File: src/sv/afd_pkg.sv
// ----------------------------------------------------------------------------
// afd_pkg: shared types and constants for the adts frame deframer
// Sync bytes, header geometry, length limits and the queue entry format
// that is passed from the parser front end to the output back end.
// ----------------------------------------------------------------------------
package afd_pkg;

   // adts sync pattern and header layout
   localparam logic [7:0]  SyncByte     = 8'hFF;
   localparam logic [7:0]  SyncHiMask   = 8'hF0;
   localparam int          HdrBytes     = 6;
   localparam int          HdrIdxW      = $clog2(HdrBytes);
   localparam logic [HdrIdxW-1:0] HdrLastIdx = HdrIdxW'(HdrBytes - 1);

   // frame length limits
   localparam int          LenW         = 13;
   localparam logic [LenW-1:0] MinLen      = LenW'(7);
   localparam logic [LenW-1:0] MaxLenReset = LenW'(1024 * 5);

   // work queue between front and back
   localparam int          QueueDepth   = 8;
   localparam int          QueuePtrW    = $clog2(QueueDepth);

   typedef enum logic {
      OP_HEADER,
      OP_BODY
   } op_kind_type;

   // header ops carry all six header bytes, body ops use byte 0 only
   typedef struct packed {
      op_kind_type                  kind;
      logic [HdrBytes-1:0][7:0]     bytes;
      logic                         last;
      logic [LenW-1:0]              length;
   } queue_entry_type;

   typedef struct packed {
      logic full;
      logic empty;
   } queue_status_type;

endpackage

File: src/sv/afd_front.sv
// ----------------------------------------------------------------------------
// afd_front: sync hunt and header parser
// Takes one stream byte per transfer, tracks sync and header collection,
// checks the frame length and pushes header and body ops into the queue.
// ----------------------------------------------------------------------------
module afd_front (
   input  logic                     clock,
   input  logic                     reset,
   input  logic                     req_valid,
   output logic                     req_stall,
   input  logic [7:0]               req_data_byte,
   input  logic                     csr_wr_en,
   input  logic [afd_pkg::LenW-1:0] csr_wr_data,
   input  afd_pkg::queue_status_type q_status,
   output logic                     q_push,
   output afd_pkg::queue_entry_type q_entry
);

   typedef enum logic [1:0] {
      PH_HUNT = 2'd0,
      PH_HEAD = 2'd1,
      PH_BODY = 2'd2
   } phase_type;

   phase_type                  phase_ff, phase_in;
   logic [2:0]                 hdr_cnt_ff, hdr_cnt_in;
   logic [afd_pkg::LenW-1:0]   left_ff, left_in;
   logic [afd_pkg::LenW-1:0]   cur_len_ff, cur_len_in;
   logic [afd_pkg::LenW-1:0]   max_len_ff;
   logic [7:0]                 hdr_ff [afd_pkg::HdrBytes];
   logic [7:0]                 hdr_in [afd_pkg::HdrBytes];
   logic                       accept;
   logic [afd_pkg::LenW-1:0]   len;
   logic [afd_pkg::LenW-1:0]   left_dec;

   // input transfer happens whenever the queue has room
   assign req_stall = q_status.full;
   assign accept    = req_valid && !req_stall;

   // length field: low two bits of byte 3, byte 4, top three bits of byte 5
   assign len = {hdr_ff[3][1:0], hdr_ff[4], req_data_byte[7:5]};
   assign left_dec = (left_ff != '0) ? left_ff - afd_pkg::LenW'(1) : left_ff;

   // next state and queue push
   always_comb begin
      phase_in   = phase_ff;
      hdr_cnt_in = hdr_cnt_ff;
      left_in    = left_ff;
      cur_len_in = cur_len_ff;
      hdr_in     = hdr_ff;
      q_push     = 1'b0;
      q_entry.kind   = afd_pkg::OP_BODY;
      q_entry.bytes  = '0;
      q_entry.bytes[0] = req_data_byte;
      q_entry.last   = 1'b0;
      q_entry.length = cur_len_ff;
      if (accept) begin
         case (phase_ff)
            PH_HEAD: begin
               if (hdr_cnt_ff == 3'd1) begin
                  if ((req_data_byte & afd_pkg::SyncHiMask) == afd_pkg::SyncHiMask) begin
                     hdr_in[1]  = req_data_byte;
                     hdr_cnt_in = 3'd2;
                  end else begin
                     phase_in   = PH_HUNT;
                     hdr_cnt_in = 3'd0;
                  end
               end else if (hdr_cnt_ff >= 3'd2 && hdr_cnt_ff < 3'(afd_pkg::HdrBytes - 1)) begin
                  hdr_in[hdr_cnt_ff] = req_data_byte;
                  hdr_cnt_in = hdr_cnt_ff + 3'd1;
               end else if (hdr_cnt_ff == 3'(afd_pkg::HdrBytes - 1)) begin
                  // last header byte: check the length and release the header
                  hdr_in[hdr_cnt_ff] = req_data_byte;
                  hdr_cnt_in = 3'd0;
                  if (len < afd_pkg::MinLen || len > max_len_ff) begin
                     phase_in = PH_HUNT;
                  end else begin
                     phase_in   = PH_BODY;
                     cur_len_in = len;
                     left_in    = len - afd_pkg::LenW'(afd_pkg::HdrBytes);
                     q_push     = 1'b1;
                     q_entry.kind  = afd_pkg::OP_HEADER;
                     q_entry.bytes = {req_data_byte, hdr_ff[4], hdr_ff[3],
                                      hdr_ff[2], hdr_ff[1], hdr_ff[0]};
                     q_entry.length = len;
                  end
               end else begin
                  phase_in   = PH_HUNT;
                  hdr_cnt_in = 3'd0;
               end
            end
            PH_BODY: begin
               left_in      = left_dec;
               q_push       = 1'b1;
               q_entry.last = (left_dec == '0);
               if (left_dec == '0) begin
                  phase_in = PH_HUNT;
               end
            end
            default: begin
               phase_in = PH_HUNT;
               if (req_data_byte == afd_pkg::SyncByte) begin
                  hdr_in[0]  = req_data_byte;
                  hdr_cnt_in = 3'd1;
                  phase_in   = PH_HEAD;
               end
            end
         endcase
      end
   end

   // control state and length limit
   always_ff @(posedge clock) begin
      if (reset) begin
         phase_ff   <= PH_HUNT;
         hdr_cnt_ff <= 3'd0;
         left_ff    <= '0;
         cur_len_ff <= '0;
         max_len_ff <= afd_pkg::MaxLenReset;
      end else begin
         phase_ff   <= phase_in;
         hdr_cnt_ff <= hdr_cnt_in;
         left_ff    <= left_in;
         cur_len_ff <= cur_len_in;
         if (csr_wr_en) begin
            max_len_ff <= csr_wr_data;
         end
      end
   end

   // held header bytes
   always_ff @(posedge clock) begin
      hdr_ff <= hdr_in;
   end

endmodule

File: src/sv/afd_queue.sv
// ----------------------------------------------------------------------------
// afd_queue: small op queue between front and back
// Register based fifo; push and pop may happen in the same cycle.
// ----------------------------------------------------------------------------
module afd_queue (
   input  logic                      clock,
   input  logic                      reset,
   input  logic                      push,
   input  afd_pkg::queue_entry_type  push_entry,
   input  logic                      pop,
   output afd_pkg::queue_entry_type  head,
   output afd_pkg::queue_status_type status
);

   afd_pkg::queue_entry_type        mem_ff [afd_pkg::QueueDepth];
   logic [afd_pkg::QueuePtrW-1:0]   wr_ptr_ff, wr_ptr_in;
   logic [afd_pkg::QueuePtrW-1:0]   rd_ptr_ff, rd_ptr_in;
   logic [afd_pkg::QueuePtrW:0]     cnt_ff, cnt_in;
   logic                            do_push, do_pop;

   assign status.full  = (cnt_ff == (afd_pkg::QueuePtrW+1)'(afd_pkg::QueueDepth));
   assign status.empty = (cnt_ff == '0);
   assign head         = mem_ff[rd_ptr_ff];

   // guarded pointer updates
   assign do_push = push && !status.full;
   assign do_pop  = pop && !status.empty;

   always_comb begin
      wr_ptr_in = do_push ? wr_ptr_ff + 1'b1 : wr_ptr_ff;
      rd_ptr_in = do_pop  ? rd_ptr_ff + 1'b1 : rd_ptr_ff;
      cnt_in    = cnt_ff;
      if (do_push && !do_pop) begin
         cnt_in = cnt_ff + 1'b1;
      end else if (do_pop && !do_push) begin
         cnt_in = cnt_ff - 1'b1;
      end
   end

   always_ff @(posedge clock) begin
      if (reset) begin
         wr_ptr_ff <= '0;
         rd_ptr_ff <= '0;
         cnt_ff    <= '0;
      end else begin
         wr_ptr_ff <= wr_ptr_in;
         rd_ptr_ff <= rd_ptr_in;
         cnt_ff    <= cnt_in;
      end
   end

   // entry storage
   always_ff @(posedge clock) begin
      if (do_push) begin
         mem_ff[wr_ptr_ff] <= push_entry;
      end
   end

endmodule

File: src/sv/afd_back.sv
// ----------------------------------------------------------------------------
// afd_back: result sequencer
// Turns queued ops into result transfers: a header op expands into six
// bytes, a body op into one. Results sit in an output register.
// ----------------------------------------------------------------------------
module afd_back (
   input  logic                      clock,
   input  logic                      reset,
   input  afd_pkg::queue_entry_type  head,
   input  afd_pkg::queue_status_type q_status,
   output logic                      q_pop,
   output logic                      rsp_valid,
   input  logic                      rsp_stall,
   output logic [7:0]                rsp_frame_byte,
   output logic                      rsp_first_of_frame,
   output logic                      rsp_last_of_frame,
   output logic [afd_pkg::LenW-1:0]  rsp_length_of_frame
);

   logic [afd_pkg::HdrIdxW-1:0] idx_ff, idx_in;
   logic                        valid_ff, valid_in;
   logic [7:0]                  byte_ff, byte_in;
   logic                        first_ff, first_in;
   logic                        last_ff, last_in;
   logic [afd_pkg::LenW-1:0]    len_ff, len_in;
   logic                        load;
   logic                        take;
   logic                        is_hdr;

   // output register may load when empty or being taken
   assign load   = !valid_ff || !rsp_stall;
   assign take   = load && !q_status.empty;
   assign is_hdr = (head.kind == afd_pkg::OP_HEADER);
   assign q_pop  = take && (!is_hdr || idx_ff == afd_pkg::HdrLastIdx);

   // result selection and header byte index
   always_comb begin
      idx_in   = idx_ff;
      valid_in = valid_ff;
      byte_in  = byte_ff;
      first_in = first_ff;
      last_in  = last_ff;
      len_in   = len_ff;
      if (load) begin
         valid_in = !q_status.empty;
      end
      if (take) begin
         len_in = head.length;
         if (is_hdr) begin
            byte_in  = head.bytes[idx_ff];
            first_in = (idx_ff == '0);
            last_in  = 1'b0;
            idx_in   = (idx_ff == afd_pkg::HdrLastIdx) ? '0 : idx_ff + 1'b1;
         end else begin
            byte_in  = head.bytes[0];
            first_in = 1'b0;
            last_in  = head.last;
         end
      end
   end

   always_ff @(posedge clock) begin
      if (reset) begin
         idx_ff   <= '0;
         valid_ff <= 1'b0;
      end else begin
         idx_ff   <= idx_in;
         valid_ff <= valid_in;
      end
   end

   // result payload
   always_ff @(posedge clock) begin
      byte_ff  <= byte_in;
      first_ff <= first_in;
      last_ff  <= last_in;
      len_ff   <= len_in;
   end

   assign rsp_valid           = valid_ff;
   assign rsp_frame_byte      = byte_ff;
   assign rsp_first_of_frame  = first_ff;
   assign rsp_last_of_frame   = last_ff;
   assign rsp_length_of_frame = len_ff;

endmodule

File: src/sv/adts_frame_deframer.sv
// Path: a body byte passes through the op queue and then the output register
//   before it appears on rsp; the six header bytes take the same path.
// Throughput: one input byte and one result per cycle unless stalled; the 8-entry
//   op queue absorbs the six-result header burst while body bytes keep arriving.
// Reset: synchronous, active high; clears parser, queue and output valid,
//   and sets the maximum frame length to 5120.
// ----------------------------------------------------------------------------
// adts_frame_deframer: adts sync search and frame extraction
// Front end hunts sync and parses the header, back end streams frame bytes
// with first and last marks; a short op queue sits between them.
// ----------------------------------------------------------------------------
module adts_frame_deframer (
   input  logic                     clock,
   input  logic                     reset,
   input  logic                     req_valid,
   output logic                     req_stall,
   input  logic [7:0]               req_data_byte,
   output logic                     rsp_valid,
   input  logic                     rsp_stall,
   output logic [7:0]               rsp_frame_byte,
   output logic                     rsp_first_of_frame,
   output logic                     rsp_last_of_frame,
   output logic [afd_pkg::LenW-1:0] rsp_length_of_frame,
   input  logic                     csr_wr_en,
   input  logic [afd_pkg::LenW-1:0] csr_wr_data
);

   afd_pkg::queue_status_type q_status;
   afd_pkg::queue_entry_type  q_entry;
   afd_pkg::queue_entry_type  q_head;
   logic                      q_push;
   logic                      q_pop;

   // parser front end
   afd_front u_front (
      .clock         (clock),
      .reset         (reset),
      .req_valid     (req_valid),
      .req_stall     (req_stall),
      .req_data_byte (req_data_byte),
      .csr_wr_en     (csr_wr_en),
      .csr_wr_data   (csr_wr_data),
      .q_status      (q_status),
      .q_push        (q_push),
      .q_entry       (q_entry)
   );

   // op queue
   afd_queue u_queue (
      .clock      (clock),
      .reset      (reset),
      .push       (q_push),
      .push_entry (q_entry),
      .pop        (q_pop),
      .head       (q_head),
      .status     (q_status)
   );

   // result back end
   afd_back u_back (
      .clock               (clock),
      .reset               (reset),
      .head                (q_head),
      .q_status            (q_status),
      .q_pop               (q_pop),
      .rsp_valid           (rsp_valid),
      .rsp_stall           (rsp_stall),
      .rsp_frame_byte      (rsp_frame_byte),
      .rsp_first_of_frame  (rsp_first_of_frame),
      .rsp_last_of_frame   (rsp_last_of_frame),
      .rsp_length_of_frame (rsp_length_of_frame)
   );

   // front never pushes into a full queue
   a_no_push_full: assert property (@(posedge clock) disable iff (reset)
      !(q_push && q_status.full))
      else $error("push into full op queue");

   // back never pops an empty queue
   a_no_pop_empty: assert property (@(posedge clock) disable iff (reset)
      !(q_pop && q_status.empty))
      else $error("pop from empty op queue");

   // a frame byte is never both first and last
   a_first_not_last: assert property (@(posedge clock) disable iff (reset)
      rsp_valid |-> !(rsp_first_of_frame && rsp_last_of_frame))
      else $error("result marked first and last");

   // every emitted frame has a length no shorter than the minimum
   a_len_min: assert property (@(posedge clock) disable iff (reset)
      rsp_valid |-> (rsp_length_of_frame >= afd_pkg::MinLen))
      else $error("result with frame length below minimum");

endmodule

File: config.mk
export PLATFORM = sky130hd
export DESIGN_NAME = adts_frame_deframer
export DESIGN_NICKNAME = d
export VERILOG_FILES = /design/src/sv/afd_pkg.sv /design/src/sv/afd_front.sv /design/src/sv/afd_queue.sv /design/src/sv/afd_back.sv /design/src/sv/adts_frame_deframer.sv
export SDC_FILE = /design/constraint.sdc
export NUM_CORES = 1
export LEC_CHECK = 0
export BUFFER_PORTS_ARGS = -buffer_cell sky130_fd_sc_hd__buf_2
export CAP_MARGIN = 0
export CORE_MARGIN = 2
export CORE_UTILIZATION = 55
export CTS_CLUSTER_SIZE = 16
export DETAILED_ROUTE_END_ITERATION = 8
export PLACE_DENSITY = 0.74
export SETUP_SLACK_MARGIN = 0.05
export SLEW_MARGIN = 20
export SYNTH_ARGS = -nofsm -noshare
export SYNTH_HDL_FRONTEND = slang
export SYNTH_SLANG_ARGS = --single-unit
File: constraint.sdc
create_clock -name clock -period 9.8 [get_ports clock]
set_input_delay 0.98 -clock clock [delete_from_list [all_inputs] [get_ports clock]]
set_output_delay 0.98 -clock clock [all_outputs]
set_load 0.01 [all_outputs]
==> summary.md <==
| Metric | Value |
|---|---|
| Synthesized area per cell | `17.9 µm²` |
| Fin nets | `1530` |
| Placed insts | `2016` |
| # DRC | `0` |
| # H-tree levels | `2` |
| Status | `complete, no violations` |
| Hold Path Class | `flip-flop to flip-flop` |
| Vias | `13200` |
| Highest clock rate | `235 MHz` |
| Yosys top cell area share | `66.9%` |
| Core region area | `0.0455 mm²` |
| Overflow after GRT | `0` |
| Initial drt markers | `1509` |
| Initial Util | `55.9%` |
| Worst path cell trace | `ha_1 > a21o_1 > a21o_1 > a211o_1 > o211ai_1 > buf_4 > a21boi_2 > or2_1 > nor4b_2 > buf_4` |
| Die area | `0.0480 mm²` |
| Register area share after synthesis | `71.7%` |
| Ys flop type | `edfxtp_1` |
| Worst setup EP type | `flip-flop` |
| Pre-CTS setup slack | `5.00 ns` |
| Total CTS buffers | `61` |
| IO Pins | `51` |
| Resized Gates After CTS | `0` |
| Slew Viols, Final | `0` |
| Worst EP arrival | `4.47 ns` |
| Final clock period utilization by the worst path | `43.5%` |
| Synth area leader | `edfxtp_1` |
| Layout cells sized above 1 | `22.8%` |
| Worst Reg-to-Reg Cells | `10` |
| Pin count of the biggest net entering global routing | `64` |
| CTS Hold Bufs | `0` |
| Crit Reg-Reg Endpoint | `u_queue.mem_ff[6][11]` |
| First-pass GRT wire length | `81400 µm` |
| RSZ-0062 raised after global routing | `false` |
| Min-Delay Path Depth | `2` |
| Post-route design area | `0.0284 mm²` |
| Worst Hold Endpoint | `u_front.phase_ff[0]` |
| Maximum VDD drop | `0.151 mV` |
| Post-CTS setup buffer count | `0` |
| Most instantiated cells after synthesis | `567 x edfxtp_1, 142 x mux4_2, 82 x nand2_1, 61 x dfxtp_1, 61 x nor2_1` |
| Number of distinct library cells after synthesis | `68` |
| Final GP Congestion | `0.847` |
| Hold Fails Final Rpt | `0` |
| Fin worst setup slack | `5.54 ns` |
| Die Y | `219 µm` |
| GRT Util Overall | `22.9%` |
| Chip Width | `219 µm` |
| Max-slew headroom | `24.6%` |
| Ys async rst share | `0%` |
| Vias in the first global route | `13600` |
| HPWL Detailed | `29600 µm` |
| Synth top area cells | `edfxtp_1 67%, mux4_2 13%, dfxtp_1 4.8%` |
| Clock latency on the worst-skew pair | `0.61 ns` |
| Synth Instances | `1424` |
| Synth Register Bits | `628` |
| Leak | `8.52 nW` |
| Initial antenna violation count | `0` |
| MaxCap Viol Count | `0` |
| Root buffer selected by CTS | `clkbuf_16` |
| Sum Neg Setup Slack | `0 ns` |
| WL/cell | `24.8 µm` |
| Row count | `78` |
| Ant diodes | `0` |
| DRT antenna net count | `0` |
| Type of origin of the critical path | `flip-flop` |
| Yosys warning total | `0` |
| Post-layout minimum cycle time | `4.26 ns` |
| Cell Pwr Density | `186 mW/mm²` |
| R2R setup slack | `5.54 ns` |
| PortBufs | `50` |
| CTS tree | `done` |
| Final setup fails | `0` |
| Worst Path Class, Setup | `flip-flop to flip-flop` |
| Req. time, crit path | `10.01 ns` |
| Mapped Nets | `1475` |
| Area after DPL | `0.0263 mm²` |
| Worst r2r src | `u_front.hdr_ff[11]` |
| HP Start | `u_front.phase_ff[0]` |
| Final-layout fill cell count | `3181` |
| Synth-to-layout area growth | `11.5%` |
| Reg clk slew, reported paths | `0.06 ns` |
| Total Wirelength | `52900 µm` |
| Via density | `6.20` |
| DRT Pass-1 Iters | `5` |
| Synthesized area | `0.0254 mm²` |
| Top-count cell post-synth | `edfxtp_1` |
| Slowest stage delay, CP | `0.87 ns` |
| EDFF count, synth | `567` |
| Slew @ Worst Pin | `1.13 ns` |
| CTS sink count | `628` |
| Clock Skew | `0.0204 ns` |
| Final Non-Filler Cells | `2131` |
| Critical Path Slowest Stage Cell | `buf_4` |
| Max FO, Critical Path | `63` |
| CTS max path bufs | `3` |
| Post-Route Utilization | `62.3%` |
-- sequential cells by signal (all words and copies together), names as in the netlist, 4 cells and up, named ones only --
| signal | cells |
|---|---|
| u_front.cur_len_ff | 13 |
| u_front.hdr_ff | 40 |
| u_front.max_len_ff | 13 |
| u_back.rsp_frame_byte | 8 |
| u_queue.mem_ff | 504 |
| u_back.rsp_length_of_frame | 13 |
| u_front.left_ff | 13 |
| u_queue.cnt_ff | 4 |
-- report_power, final --
part / internal, W / switching [W] / total [W]
Sequential: 0.00288 / 0.00000193 / 0.00289
Combinational: 0.0000153 / 0.0000349 / 0.0000502
Clock: 0.00139 / 0.000954 / 0.00235
Total: 0.00429 / 0.000991 / 0.00528
-- worst max-delay path by stage --
stage	start	end	slack, ns	cells after the start
floorplan	req_data_byte[6]	u_queue.mem_ff[2][0]	0.08	9
global placement	req_data_byte[7]	u_queue.mem_ff[6][1]	5.21	10
detailed placement	req_data_byte[7]	u_queue.mem_ff[6][3]	5.00	10
CTS	u_front.hdr_ff[17]	u_queue.mem_ff[6][38]	5.53	9
global route	flip-flop	u_back.rsp_frame_byte[1]	5.23	8
finish	u_front.hdr_ff[11]	u_queue.mem_ff[6][11]	5.54	10
-- worst max-delay path, delay by kind of cell, from the launching register on --
kind                       cells  cell delay (ns)
buffers and inverters          2             1.26
AOI/OAI and AO/OA              5             0.91
DFF                            1             0.50
and+or+nand+nor                2             0.76
adders and majority gates      1             0.36
-- layer usage --
metal	wire (µm)	GRT usage (%)	vias up	part of all wire, %
met2	25500	36.6	525	48
met5	0	0	-	0
met1	21900	32.5	6836	41
met3	4230	4.19	80	8.0
li1	-	-	5780	-
met4	1240	6.78	0	2.4
-- layout make-up --
class	instances	area [µm²]	share of cell area (%)
tap	600	751	2.65
inverter	32	123	0.432
timing repair buffer	73	430	1.52
sequential	628	18300	64.4
multi-input combinational	683	6770	23.9
clock inverter	40	425	1.50
clock buffer	75	1600	5.64
-- cell usage in the layout, fill, tap and decap left out, types with 24 or more instances in the layout --
cell type    n
and2_1      30
nand2_1     82
dfxtp_1     58
o21ai_0     43
and3_1      39
mux4_2     142
nand3_1     24
clkbuf_16   62
buf_2       50
inv_1       30
nor2_1      61
a21oi_1     30
edfxtp_1   567
ha_1        24
mux2i_1     29
-- through the flow --
step           total power, W  hold slack (ns)
6_report              0.00528            0.487
5_1_grt               0.00544            0.509
4_1_cts               0.00532            0.486
3_5_place_dp          0.00299            0.478
3_3_place_gp          0.00299            0.463
2_1_floorplan         0.00297            0.451
-- kinds of logic (layout without fill, tap and decap cells) --
| family | after synthesis | after routing | share of synthesized area, % |
|---|---|---|---|
| and+or+nand+nor | 309 | 309 | 6.22 |
| muxes | 196 | 196 | 14.8 |
| AOI/OAI and AO/OA | 136 | 136 | 3.47 |
| DFF | 628 | 628 | 71.7 |
| buffers and inverters | 113 | 220 | 1.89 |
| adders and majority gates | 25 | 25 | 1.26 |
| xor gates and xnor gates | 17 | 17 | 0.585 |
(Power assumes the default switching activity.)
